$ cat src/hdl/multisymbol_pbwt_column_update_unit_defines.svh
// Assertion macros shared by the column update unit.
// Each macro expects clk and rst_n in scope.
`ifndef MULTISYMBOL_PBWT_COLUMN_UPDATE_UNIT_DEFINES_SVH
`define MULTISYMBOL_PBWT_COLUMN_UPDATE_UNIT_DEFINES_SVH

// Same-cycle implication
`define PBCU_ASSERT_IMP(lbl, ante, cons) \
  lbl: assert property (@(posedge clk) disable iff (!rst_n) (ante) |-> (cons)) \
    else $error("pbcu check failed");

// Next-cycle implication
`define PBCU_ASSERT_NXT(lbl, ante, cons) \
  lbl: assert property (@(posedge clk) disable iff (!rst_n) (ante) |=> (cons)) \
    else $error("pbcu check failed");

`endif

$ cat src/hdl/pbcu_pkg.sv
package pbcu_pkg;

  // Sizing
  localparam int MAX_SYMBOLS = 16;
  localparam int MAX_HAPS    = 65536;
  localparam int COLUMN_BITS = 20;

  // Field widths
  localparam int REQ_W    = 2;
  localparam int COL_W    = 20;
  localparam int SYM_W    = 5;
  localparam int CNT_W    = 17;
  localparam int HAP_W    = 16;
  localparam int DIV_W    = 20;

  // Derived internal widths
  localparam int SYM_IDX_W = $clog2(MAX_SYMBOLS);
  localparam int SYM_CNT_W = $clog2(MAX_SYMBOLS + 1);
  localparam int SYM_M_W   = (SYM_CNT_W > SYM_W) ? SYM_CNT_W : SYM_W;

  localparam logic [CNT_W-1:0] CNT_MAX = {CNT_W{1'b1}};

  // Configuration space
  localparam int CFG_ADDR_W = 3;
  localparam int CFG_DATA_W = 32;
  localparam logic [CFG_ADDR_W-3:0] CFG_MIN_COUNT = '0;
  localparam logic [CNT_W-1:0] MIN_COUNT_RESET = 17'd100;

  // Request codes
  typedef enum logic [REQ_W-1:0] {
    REQ_BEGIN = 2'd0,
    REQ_COUNT = 2'd1,
    REQ_ROW   = 2'd2
  } req_t;

  typedef struct packed {
    logic [REQ_W-1:0] req_type;
    logic [COL_W-1:0] column;
    logic [SYM_W-1:0] symbol_total;
    logic [SYM_W-1:0] symbol;
    logic [CNT_W-1:0] sym_count;
    logic [HAP_W-1:0] hap_id;
    logic [COL_W-1:0] row_div;
  } pbcu_item_t;

  typedef struct packed {
    logic [HAP_W-1:0] dest_index;
    logic [HAP_W-1:0] hap_id;
    logic [DIV_W-1:0] divergence;
    logic [CNT_W-1:0] symbol_rank;
    logic [CNT_W-1:0] row_number;
    logic             is_common;
    logic             bad;
  } pbcu_result_t;

endpackage

$ cat src/hdl/pbcu_cfg_regs.sv
module pbcu_cfg_regs (
  input  logic                              clk,
  input  logic                              rst_n,
  input  logic                              psel,
  input  logic                              penable,
  input  logic                              pwrite,
  input  logic [pbcu_pkg::CFG_ADDR_W-1:0]   paddr,
  input  logic [pbcu_pkg::CFG_DATA_W-1:0]   pwdata,
  output logic [pbcu_pkg::CFG_DATA_W-1:0]   prdata,
  output logic                              pready,
  output logic [pbcu_pkg::CNT_W-1:0]        min_count
);

  logic [pbcu_pkg::CNT_W-1:0]        min_count_r;
  logic [pbcu_pkg::CNT_W-1:0]        min_count_nxt;
  logic [pbcu_pkg::CFG_ADDR_W-3:0]   reg_idx;
  logic                              wr_en;

  assign pready  = 1'b1;
  assign reg_idx = paddr[pbcu_pkg::CFG_ADDR_W-1:2];
  assign wr_en   = psel && penable && pwrite && pready;

  // Write decode
  always_comb begin
    min_count_nxt = min_count_r;
    if (wr_en && (reg_idx == pbcu_pkg::CFG_MIN_COUNT)) begin
      min_count_nxt = pwdata[pbcu_pkg::CNT_W-1:0];
    end
  end

  always_ff @(posedge clk) begin
    if (!rst_n) begin
      min_count_r <= pbcu_pkg::MIN_COUNT_RESET;
    end else begin
      min_count_r <= min_count_nxt;
    end
  end

  // Read back; unmapped words read zero
  always_comb begin
    prdata = '0;
    if (reg_idx == pbcu_pkg::CFG_MIN_COUNT) begin
      prdata = pbcu_pkg::CFG_DATA_W'(min_count_r);
    end
  end

  assign min_count = min_count_r;

endmodule

$ cat src/hdl/pbcu_in_stage.sv
module pbcu_in_stage (
  input  logic                 clk,
  input  logic                 rst_n,
  input  logic                 in_valid,
  output logic                 in_ready,
  input  pbcu_pkg::pbcu_item_t in_item,
  input  logic                 take,
  output logic                 s1_valid,
  output pbcu_pkg::pbcu_item_t s1_item
);

  logic                 valid_r;
  logic                 valid_nxt;
  pbcu_pkg::pbcu_item_t item_r;
  logic                 load;

  // Stage frees up in the same cycle its beat moves on
  assign in_ready = !valid_r || take;
  assign load     = in_valid && in_ready;

  always_comb begin
    valid_nxt = valid_r;
    if (load) begin
      valid_nxt = 1'b1;
    end else if (take) begin
      valid_nxt = 1'b0;
    end
  end

  always_ff @(posedge clk) begin
    if (!rst_n) begin
      valid_r <= 1'b0;
    end else begin
      valid_r <= valid_nxt;
    end
  end

  always_ff @(posedge clk) begin
    if (load) begin
      item_r <= in_item;
    end
  end

  assign s1_valid = valid_r;
  assign s1_item  = item_r;

endmodule

$ cat src/hdl/pbcu_core.sv
module pbcu_core (
  input  logic                         clk,
  input  logic                         rst_n,
  input  pbcu_pkg::pbcu_item_t         item,
  input  logic                         take,
  input  logic [pbcu_pkg::CNT_W-1:0]   min_count,
  output logic                         has_result,
  output pbcu_pkg::pbcu_result_t       result
);

  localparam int NS = pbcu_pkg::MAX_SYMBOLS;
  localparam int CW = pbcu_pkg::CNT_W;
  localparam int DW = pbcu_pkg::COLUMN_BITS;

  // Per-symbol tables, one register per entry
  logic [DW-1:0] pend_r  [NS];
  logic [DW-1:0] pend_nxt[NS];
  logic [CW-1:0] fill_r  [NS];
  logic [CW-1:0] fill_nxt[NS];
  logic [CW-1:0] start_r [NS];
  logic [CW-1:0] start_nxt[NS];
  logic [CW-1:0] size_r  [NS];
  logic [CW-1:0] size_nxt[NS];

  logic [CW-1:0]                   offset_r, offset_nxt;
  logic [CW-1:0]                   prev_r, prev_nxt;
  logic [pbcu_pkg::SYM_CNT_W-1:0]  climit_r, climit_nxt;
  logic [pbcu_pkg::SYM_CNT_W-1:0]  siu_r, siu_nxt;
  logic [CW-1:0]                   rowcnt_r, rowcnt_nxt;

  logic [pbcu_pkg::SYM_M_W-1:0]    sym_m;
  logic                            sym_ok;
  logic [pbcu_pkg::SYM_IDX_W-1:0]  idx;
  logic [pbcu_pkg::SYM_M_W-1:0]    tot_m;
  logic [DW-1:0]                   col_v;
  logic [DW-1:0]                   ms_v;
  logic [DW-1:0]                   raised[NS];
  logic [CW-1:0]                   sel_fill, sel_start, sel_size;
  logic [CW:0]                     dest_sum;
  logic [CW:0]                     off_sum;
  logic                            row_bad;
  logic                            cnt_common;
  logic [CW-1:0]                   rowcnt_inc;

  // Symbol mapping: zero stands for the last symbol in use
  always_comb begin
    sym_m = (item.symbol == '0) ? pbcu_pkg::SYM_M_W'(siu_r)
                                : pbcu_pkg::SYM_M_W'(item.symbol);
    sym_ok = (sym_m != '0) && (sym_m <= pbcu_pkg::SYM_M_W'(siu_r)) &&
             (sym_m <= pbcu_pkg::SYM_M_W'(NS));
    idx = pbcu_pkg::SYM_IDX_W'(sym_m - pbcu_pkg::SYM_M_W'(1));
  end

  // Symbol total clamped into one..MAX_SYMBOLS
  always_comb begin
    tot_m = pbcu_pkg::SYM_M_W'(item.symbol_total);
    if (tot_m == '0) begin
      tot_m = pbcu_pkg::SYM_M_W'(1);
    end else if (tot_m > pbcu_pkg::SYM_M_W'(NS)) begin
      tot_m = pbcu_pkg::SYM_M_W'(NS);
    end
  end

  assign col_v = DW'(item.column);
  assign ms_v  = DW'(item.row_div);

  // Selected entry and bucket checks
  assign sel_fill  = fill_r[idx];
  assign sel_start = start_r[idx];
  assign sel_size  = size_r[idx];
  assign dest_sum  = {1'b0, sel_start} + {1'b0, sel_fill};
  assign row_bad   = !sym_ok || (sel_fill >= sel_size) ||
                     (32'(dest_sum) >= 32'(pbcu_pkg::MAX_HAPS));

  // Running max across all symbols, one comparator each
  always_comb begin
    for (int i = 0; i < NS; i++) begin
      raised[i] = (ms_v > pend_r[i]) ? ms_v : pend_r[i];
    end
  end

  // Prefix sum and common test
  assign off_sum    = {1'b0, offset_r} + {1'b0, item.sym_count};
  assign cnt_common = (item.sym_count > min_count) &&
                      (item.sym_count <= prev_r) &&
                      (climit_r < pbcu_pkg::SYM_CNT_W'(NS));
  assign rowcnt_inc = (rowcnt_r < pbcu_pkg::CNT_MAX) ? rowcnt_r + CW'(1) : rowcnt_r;

  // Result beat for a row item
  always_comb begin
    has_result        = (item.req_type == pbcu_pkg::REQ_ROW);
    result.hap_id     = item.hap_id;
    result.row_number = rowcnt_inc;
    if (row_bad) begin
      result.dest_index  = '0;
      result.divergence  = '0;
      result.symbol_rank = '0;
      result.is_common   = 1'b0;
      result.bad         = 1'b1;
    end else begin
      result.dest_index  = pbcu_pkg::HAP_W'(dest_sum);
      result.divergence  = pbcu_pkg::DIV_W'(raised[idx]);
      result.symbol_rank = sel_fill + CW'(1);
      result.is_common   = (pbcu_pkg::SYM_M_W'(idx) < pbcu_pkg::SYM_M_W'(climit_r));
      result.bad         = 1'b0;
    end
  end

  // State update
  always_comb begin
    for (int i = 0; i < NS; i++) begin
      pend_nxt[i]  = pend_r[i];
      fill_nxt[i]  = fill_r[i];
      start_nxt[i] = start_r[i];
      size_nxt[i]  = size_r[i];
    end
    offset_nxt = offset_r;
    prev_nxt   = prev_r;
    climit_nxt = climit_r;
    siu_nxt    = siu_r;
    rowcnt_nxt = rowcnt_r;
    if (take) begin
      unique case (item.req_type)
        pbcu_pkg::REQ_BEGIN: begin
          for (int i = 0; i < NS; i++) begin
            pend_nxt[i]  = col_v;
            fill_nxt[i]  = '0;
            start_nxt[i] = '0;
            size_nxt[i]  = '0;
          end
          offset_nxt = '0;
          prev_nxt   = pbcu_pkg::CNT_MAX;
          climit_nxt = '0;
          rowcnt_nxt = '0;
          siu_nxt    = pbcu_pkg::SYM_CNT_W'(tot_m);
        end
        pbcu_pkg::REQ_COUNT: begin
          if (sym_ok) begin
            start_nxt[idx] = offset_r;
            size_nxt[idx]  = item.sym_count;
            offset_nxt = off_sum[CW] ? pbcu_pkg::CNT_MAX : off_sum[CW-1:0];
            if (cnt_common) begin
              climit_nxt = climit_r + pbcu_pkg::SYM_CNT_W'(1);
            end
            prev_nxt = item.sym_count;
          end
        end
        pbcu_pkg::REQ_ROW: begin
          rowcnt_nxt = rowcnt_inc;
          if (!row_bad) begin
            for (int i = 0; i < NS; i++) begin
              pend_nxt[i] = raised[i];
            end
            pend_nxt[idx] = '0;
            fill_nxt[idx] = sel_fill + CW'(1);
          end
        end
        default: ;
      endcase
    end
  end

  always_ff @(posedge clk) begin
    if (!rst_n) begin
      for (int i = 0; i < NS; i++) begin
        pend_r[i]  <= '0;
        fill_r[i]  <= '0;
        start_r[i] <= '0;
        size_r[i]  <= '0;
      end
      offset_r <= '0;
      prev_r   <= '0;
      climit_r <= '0;
      siu_r    <= pbcu_pkg::SYM_CNT_W'(1);
      rowcnt_r <= '0;
    end else begin
      for (int i = 0; i < NS; i++) begin
        pend_r[i]  <= pend_nxt[i];
        fill_r[i]  <= fill_nxt[i];
        start_r[i] <= start_nxt[i];
        size_r[i]  <= size_nxt[i];
      end
      offset_r <= offset_nxt;
      prev_r   <= prev_nxt;
      climit_r <= climit_nxt;
      siu_r    <= siu_nxt;
      rowcnt_r <= rowcnt_nxt;
    end
  end

endmodule

$ cat src/hdl/pbcu_out_stage.sv
module pbcu_out_stage (
  input  logic                   clk,
  input  logic                   rst_n,
  input  logic                   load,
  input  pbcu_pkg::pbcu_result_t res_in,
  output logic                   space,
  output logic                   out_valid,
  input  logic                   out_ready,
  output pbcu_pkg::pbcu_result_t res_out
);

  logic                   valid_r;
  logic                   valid_nxt;
  pbcu_pkg::pbcu_result_t res_r;

  // Room when empty or when the held beat leaves this cycle
  assign space = !valid_r || out_ready;

  always_comb begin
    valid_nxt = valid_r;
    if (load) begin
      valid_nxt = 1'b1;
    end else if (out_ready) begin
      valid_nxt = 1'b0;
    end
  end

  always_ff @(posedge clk) begin
    if (!rst_n) begin
      valid_r <= 1'b0;
    end else begin
      valid_r <= valid_nxt;
    end
  end

  always_ff @(posedge clk) begin
    if (load) begin
      res_r <= res_in;
    end
  end

  assign out_valid = valid_r;
  assign res_out   = res_r;

endmodule

$ cat src/hdl/multisymbol_pbwt_column_update_unit.sv
// An accepted beat is held in the input register; the core takes it and
// loads its result into the output register, stalling while that is full.
// Throughput: one beat per cycle while row beats find room in the output stage;
// the per-symbol tables update with 16 parallel max comparators and one bucket add.
// Reset (rst_n low, synchronous): tables and counters cleared, one symbol in
// use, common threshold back to 100, both stages empty.
`include "multisymbol_pbwt_column_update_unit_defines.svh"

module multisymbol_pbwt_column_update_unit (
  input  logic                             clk,
  input  logic                             rst_n,
  // input channel
  input  logic                             in_valid,
  output logic                             in_ready,
  input  logic [pbcu_pkg::REQ_W-1:0]       in_req_type,
  input  logic [pbcu_pkg::COL_W-1:0]       in_column,
  input  logic [pbcu_pkg::SYM_W-1:0]       in_symbol_total,
  input  logic [pbcu_pkg::SYM_W-1:0]       in_symbol,
  input  logic [pbcu_pkg::CNT_W-1:0]       in_sym_count,
  input  logic [pbcu_pkg::HAP_W-1:0]       in_hap_id,
  input  logic [pbcu_pkg::COL_W-1:0]       in_row_div,
  // result channel
  output logic                             out_valid,
  input  logic                             out_ready,
  output logic [pbcu_pkg::HAP_W-1:0]       out_dest_index,
  output logic [pbcu_pkg::HAP_W-1:0]       out_hap_id,
  output logic [pbcu_pkg::DIV_W-1:0]       out_divergence,
  output logic [pbcu_pkg::CNT_W-1:0]       out_symbol_rank,
  output logic [pbcu_pkg::CNT_W-1:0]       out_row_number,
  output logic                             out_is_common,
  output logic                             out_bad,
  // configuration
  input  logic                             psel,
  input  logic                             penable,
  input  logic                             pwrite,
  input  logic [pbcu_pkg::CFG_ADDR_W-1:0]  paddr,
  input  logic [pbcu_pkg::CFG_DATA_W-1:0]  pwdata,
  output logic [pbcu_pkg::CFG_DATA_W-1:0]  prdata,
  output logic                             pready
);

  pbcu_pkg::pbcu_item_t       in_item;
  pbcu_pkg::pbcu_item_t       s1_item;
  logic                       s1_valid;
  logic                       s1_take;
  logic                       has_result;
  logic                       out_space;
  pbcu_pkg::pbcu_result_t     core_res;
  pbcu_pkg::pbcu_result_t     out_res;
  logic [pbcu_pkg::CNT_W-1:0] min_count;
  logic                       out_fields_zero;
  logic                       out_counts_set;

  assign in_item = '{req_type:     in_req_type,
                     column:       in_column,
                     symbol_total: in_symbol_total,
                     symbol:       in_symbol,
                     sym_count:    in_sym_count,
                     hap_id:       in_hap_id,
                     row_div:      in_row_div};

  // Beats without a result always move on; row beats need output room
  assign s1_take = s1_valid && (!has_result || out_space);

  pbcu_cfg_regs u_cfg (
    .clk       (clk),
    .rst_n     (rst_n),
    .psel      (psel),
    .penable   (penable),
    .pwrite    (pwrite),
    .paddr     (paddr),
    .pwdata    (pwdata),
    .prdata    (prdata),
    .pready    (pready),
    .min_count (min_count)
  );

  pbcu_in_stage u_in (
    .clk      (clk),
    .rst_n    (rst_n),
    .in_valid (in_valid),
    .in_ready (in_ready),
    .in_item  (in_item),
    .take     (s1_take),
    .s1_valid (s1_valid),
    .s1_item  (s1_item)
  );

  pbcu_core u_core (
    .clk        (clk),
    .rst_n      (rst_n),
    .item       (s1_item),
    .take       (s1_take),
    .min_count  (min_count),
    .has_result (has_result),
    .result     (core_res)
  );

  pbcu_out_stage u_out (
    .clk       (clk),
    .rst_n     (rst_n),
    .load      (s1_take && has_result),
    .res_in    (core_res),
    .space     (out_space),
    .out_valid (out_valid),
    .out_ready (out_ready),
    .res_out   (out_res)
  );

  assign out_dest_index  = out_res.dest_index;
  assign out_hap_id      = out_res.hap_id;
  assign out_divergence  = out_res.divergence;
  assign out_symbol_rank = out_res.symbol_rank;
  assign out_row_number  = out_res.row_number;
  assign out_is_common   = out_res.is_common;
  assign out_bad         = out_res.bad;

  // Checks
  assign out_fields_zero = (out_dest_index == '0) && (out_divergence == '0) &&
                           (out_symbol_rank == '0) && !out_is_common;
  assign out_counts_set  = (out_symbol_rank != '0) && (out_row_number != '0);

  `PBCU_ASSERT_IMP(a_bad_zeroes, out_valid && out_bad, out_fields_zero)
  `PBCU_ASSERT_IMP(a_good_rank, out_valid && !out_bad, out_counts_set)
  `PBCU_ASSERT_NXT(a_held_stays, s1_valid && !s1_take, s1_valid)
  `PBCU_ASSERT_IMP(a_empty_ready, !s1_valid, in_ready)

endmodule
$ cat config.mk
export PLATFORM = sky130hd
export DESIGN_NAME = multisymbol_pbwt_column_update_unit
export DESIGN_NICKNAME = d
export VERILOG_FILES = /design/src/hdl/pbcu_pkg.sv /design/src/hdl/pbcu_cfg_regs.sv /design/src/hdl/pbcu_in_stage.sv /design/src/hdl/pbcu_core.sv /design/src/hdl/pbcu_out_stage.sv /design/src/hdl/multisymbol_pbwt_column_update_unit.sv
export VERILOG_INCLUDE_DIRS = /design/src /design/src/hdl
export SDC_FILE = /design/constraint.sdc
export NUM_CORES = 2
export LEC_CHECK = 0
export BUFFER_PORTS_ARGS = -buffer_cell sky130_fd_sc_hd__buf_2
export CAP_MARGIN = 15
export CORE_UTILIZATION = 40
export DETAILED_ROUTE_END_ITERATION = 8
export REMOVE_ABC_BUFFERS = 1
export SLEW_MARGIN = 20
export SYNTH_ARGS = -nofsm -noshare
export SYNTH_HDL_FRONTEND = slang
export SYNTH_SLANG_ARGS = --single-unit
$ cat constraint.sdc
create_clock -name clk -period 9.3 [get_ports clk]
set_input_delay 0.93 -clock clk [delete_from_list [all_inputs] [get_ports clk]]
set_output_delay 0.93 -clock clk [all_outputs]
set_load 0.01 [all_outputs]
==> flow_metrics.tcl <==
set metrics [dict create \
    status "finished, final reports clean" \
    dieHeight_microns 426.5 \
    cts_sinks 1389 \
    antenna_left 0 \
    crit_arrival_ns 8.94 \
    dieArea_sq_um 181900 \
    ys_seq_area_frac 0.4098 \
    yosys.area_share.simple 0.1112 \
    firstDrtPassIters 8 \
    rows 155 \
    hpwlAfterDp_microns 167700 \
    root_buffer "clkbuf_16" \
    vdd_drop_max_v 0.0001546 \
    seqPwrFrac 0.427 \
    setup_violations 0 \
    cp_max_fo 45 \
    p_leak_nw 30.04 \
    synth-main-ff-cell "dfxtp_1" \
    synthCells 7553 \
    rsz0062_at_grt "no" \
    cts_tree "built" \
    tightest_slew_ns 1.235 \
    path_buf_inv 5 \
    io_buffer_count 216 \
    syn_area_sq_um 72090 \
    start_util 0.4031 \
    cts_buffers 155 \
    synthAdderAreaFrac 0.07276 \
    setup.worst_path.start_class "flop" \
    cts_resized 0 \
    grt_max_degree 204 \
    max_stage_delay_ns 0.99 \
    max_slew_margin 0.1765 \
    drv_slew 0 \
    clkPwrFrac 0.426 \
    critical-path-top-delay-family "compound AO/OA/AOI/OAI gates" \
    grt_pass1_wl_microns 383700 \
    skew_ns 0.04825 \
    internal_power_w 0.01050 \
    die_w_microns 426.5 \
    period_needed_ns 8.217 \
    synthArstFlopShare 0 \
    syn_to_final_growth_pct 12.71 \
    pin_count 250 \
    tns_ns 0 \
    clk_latency_ns 0.83 \
    htreeDepth 4 \
    grt_usage 0.2759 \
    p_sw_w 0.004201 \
    max_freq_ghz 0.1217 \
    gp_congestion 0.9361 \
    endpoint_kind "flop" \
    power_density_nw_per_um2 181.0 \
    gr-total-overflow 0 \
    synth_compound_area_frac 0.2424 \
    ys_warn_count 0 \
    synth-xor-area-share 0.007707 \
    hold_buffers 0 \
    yosysUniqueCellTypes 101 \
    comb_power_share 0.147 \
    sw_frac_of_total 0.2857 \
    path_clk_slew_ns 0.06 \
    total_power_w 0.01470 \
    period_share 0.8835 \
    yosys-mux-area-fraction 0.09777 \
    nNetsFinal 8066 \
    n_antenna_cell 0 \
    worstPathRequired_ns 10.03 \
    vias 63020 \
    core_sq_um 178800 \
    post_drt_via_cell_ratio 6.300 \
    criticalPathCategory "flop to flop" \
    post_drt_wl_per_cell_microns 26.02 \
    route.detailed.drc 0 \
    avgSynthCellArea_sq_um 9.544 \
    maxCapViolCount 0 \
    first_global_vias 59990 \
    drive_above_1_share 0.1761 \
    drtIter0Drc 7199 \
    synth_edf_count 173 \
    slowest_stage "a21oi_2" \
    antenna_found_initial 3 \
    synth_top_family_by_area "compound AO/OA/AOI/OAI gates" \
    hold_viol_final 0 \
    clk_path_buf_depth 3 \
    totalWireLength_microns 260300 \
    crit_chain "nor3_4, a31oi_1, inv_1, ha_4, inv_4, buf_4, buf_12, mux4_2, o22ai_1, nor2_1, ha_1, or3_1, a21oi_1, o21ai_0, a21oi_1, o311ai_0, and4_1, or3_4, buf_12, a21oi_2, a22o_1" \
    ys_seq_elements 1389 \
    hp-class "input pin to flop" \
    cts_post_setup_buffers_inserted 0 \
]
metal layers:
metal  global-route usage  up-vias  share of wire
li1                     -    28200              -
met1               0.3602    31160           0.41
met2               0.4367     3040           0.46
met3              0.04630      606          0.083
met4               0.1432        2          0.052
met5                    0        -       0.000042
cell usage in the layout, fill, tap and decap left out, types with 36 or more instances in the layout:
cell / count
edfxtp_1: 173
dfxtp_1: 1216
nor2_1: 1095
mux4_2: 153
a221o_1: 41
o22ai_1: 153
o21ai_0: 140
buf_2: 215
a22o_1: 184
clkbuf_16: 159
ha_1: 415
mux2i_1: 342
a21oi_1: 312
nand3_1: 67
o221a_2: 318
nand4_1: 88
inv_1: 396
a21o_1: 54
a22oi_1: 583
xnor2_1: 36
nand2_1: 359
a32o_1: 43
clkbuf_1: 38
o2bb2ai_1: 65
nor3_1: 45
buf_4: 240
cells in the mapped netlist, types with 67 or more instances:
cell type	number	area share
a21oi_1	327	0.023
a22o_1	184	0.022
a22oi_1	584	0.061
buf_2	67	0.0047
clkbuf_1	530	0.028
dfxtp_1	1216	0.34
edfxtp_1	173	0.072
ha_1	416	0.072
inv_1	398	0.021
mux2i_1	343	0.048
mux4_2	153	0.048
nand2_1	361	0.019
nand3_1	69	0.0048
nand4_1	88	0.0076
nor2_1	1116	0.058
o21ai_0	144	0.010
o221a_2	318	0.050
o22ai_1	153	0.013
sequential cells by signal (all words and copies together), names as in the netlist:
signal / cells
u_out.out_valid: 1
u_core.prev_r: 17
u_in.s1_item: 85
u_core.rowcnt_r: 17
u_core.fill_r: 272
u_core.siu_r: 5
u_core.size_r: 272
u_core.climit_r: 5
u_out.res_out: 88
u_core.offset_r: 17
u_in.s1_valid: 1
u_cfg.min_count: 17
u_core.start_r: 272
u_core.pend_r: 320
stage by stage:
step / utilization / instances / setup WS (ns) / hold slack [ns] / area [sq um]
3_5_place_dp: 0.4255 / 9719 / 1.383 / 0.4045 / 76080
4_1_cts: 0.4542 / 10000 / 1.334 / 0.2481 / 81220
3_3_place_gp: 0.4254 / 9719 / 1.463 / 0.4005 / 76070
6_report: 0.4544 / 10000 / 1.083 / 0.2917 / 81250
5_1_grt: 0.4544 / 10000 / 0.9208 / 0.2704 / 81250
2_1_floorplan: - / 6897 / -19.12 / 0.4003 / 69450
logic make-up after synthesis:
family                     count (synthesis)
AOI/OAI and AO/OA                       2239
and+or+nand+nor                         1861
DFF                                     1389
buffers and inverters                   1073
muxes                                    511
adders and majority gates                418
xor gates and xnor gates                  60
other                                      2
worst paths after layout:
check                                  start                            endpoint  slack, ns  cells past startpoint
setup reg to reg  u_in.s1_item[55]$_DFFE_PP_  u_core.fill_r[10][12]$_SDFFE_PN0P_       1.08                     21
hold reg to reg   u_in.s1_item[28]$_DFFE_PP_         u_out.res_out[64]$_DFFE_PP_       0.42                      0
setup / recovery  u_in.s1_item[55]$_DFFE_PP_  u_core.fill_r[10][12]$_SDFFE_PN0P_       1.08                     21
hold / removal                in_req_type[1]          u_in.s1_item[84]$_DFFE_PP_       0.29                      1
worst reg2reg max path, stage by stage, from the launching register on:
cell	delay (ns)
edfxtp_1	0.63
nor3_4	0.10
a31oi_1	0.42
inv_1	0.30
ha_4	0.89
inv_4	0.34
buf_4	0.30
buf_12	0.23
mux4_2	0.51
o22ai_1	0.31
nor2_1	0.23
ha_1	0.28
or3_1	0.44
a21oi_1	0.21
o21ai_0	0.16
a21oi_1	0.23
o311ai_0	0.25
and4_1	0.29
or3_4	0.51
buf_12	0.23
a21oi_2	1.03
a22o_1	0.26
final cells by class:
cell class,count,area (sq um)
clock buffer,230,4558
multi-input combinational,5105,38970
tap,2355,2947
sequential,1389,29540
fill,17030,97560
inverter,403,1533
clock inverter,53,586.8
timing repair buffer,467,3113
power groups by stage:
| stage | registers (W) | clock network (W) | logic [W] |
|---|---|---|---|
| after floorplan | 0.00641 | 0 | 0.00130 |
| final | 0.00627 | 0.00627 | 0.00216 |
| after detailed placement | 0.00640 | 0 | 0.00211 |
| after global routing | 0.00628 | 0.00658 | 0.00230 |
| after CTS | 0.00627 | 0.00634 | 0.00212 |
| after global placement | 0.00639 | 0 | 0.00207 |
Power figures use the tool's default switching activity.
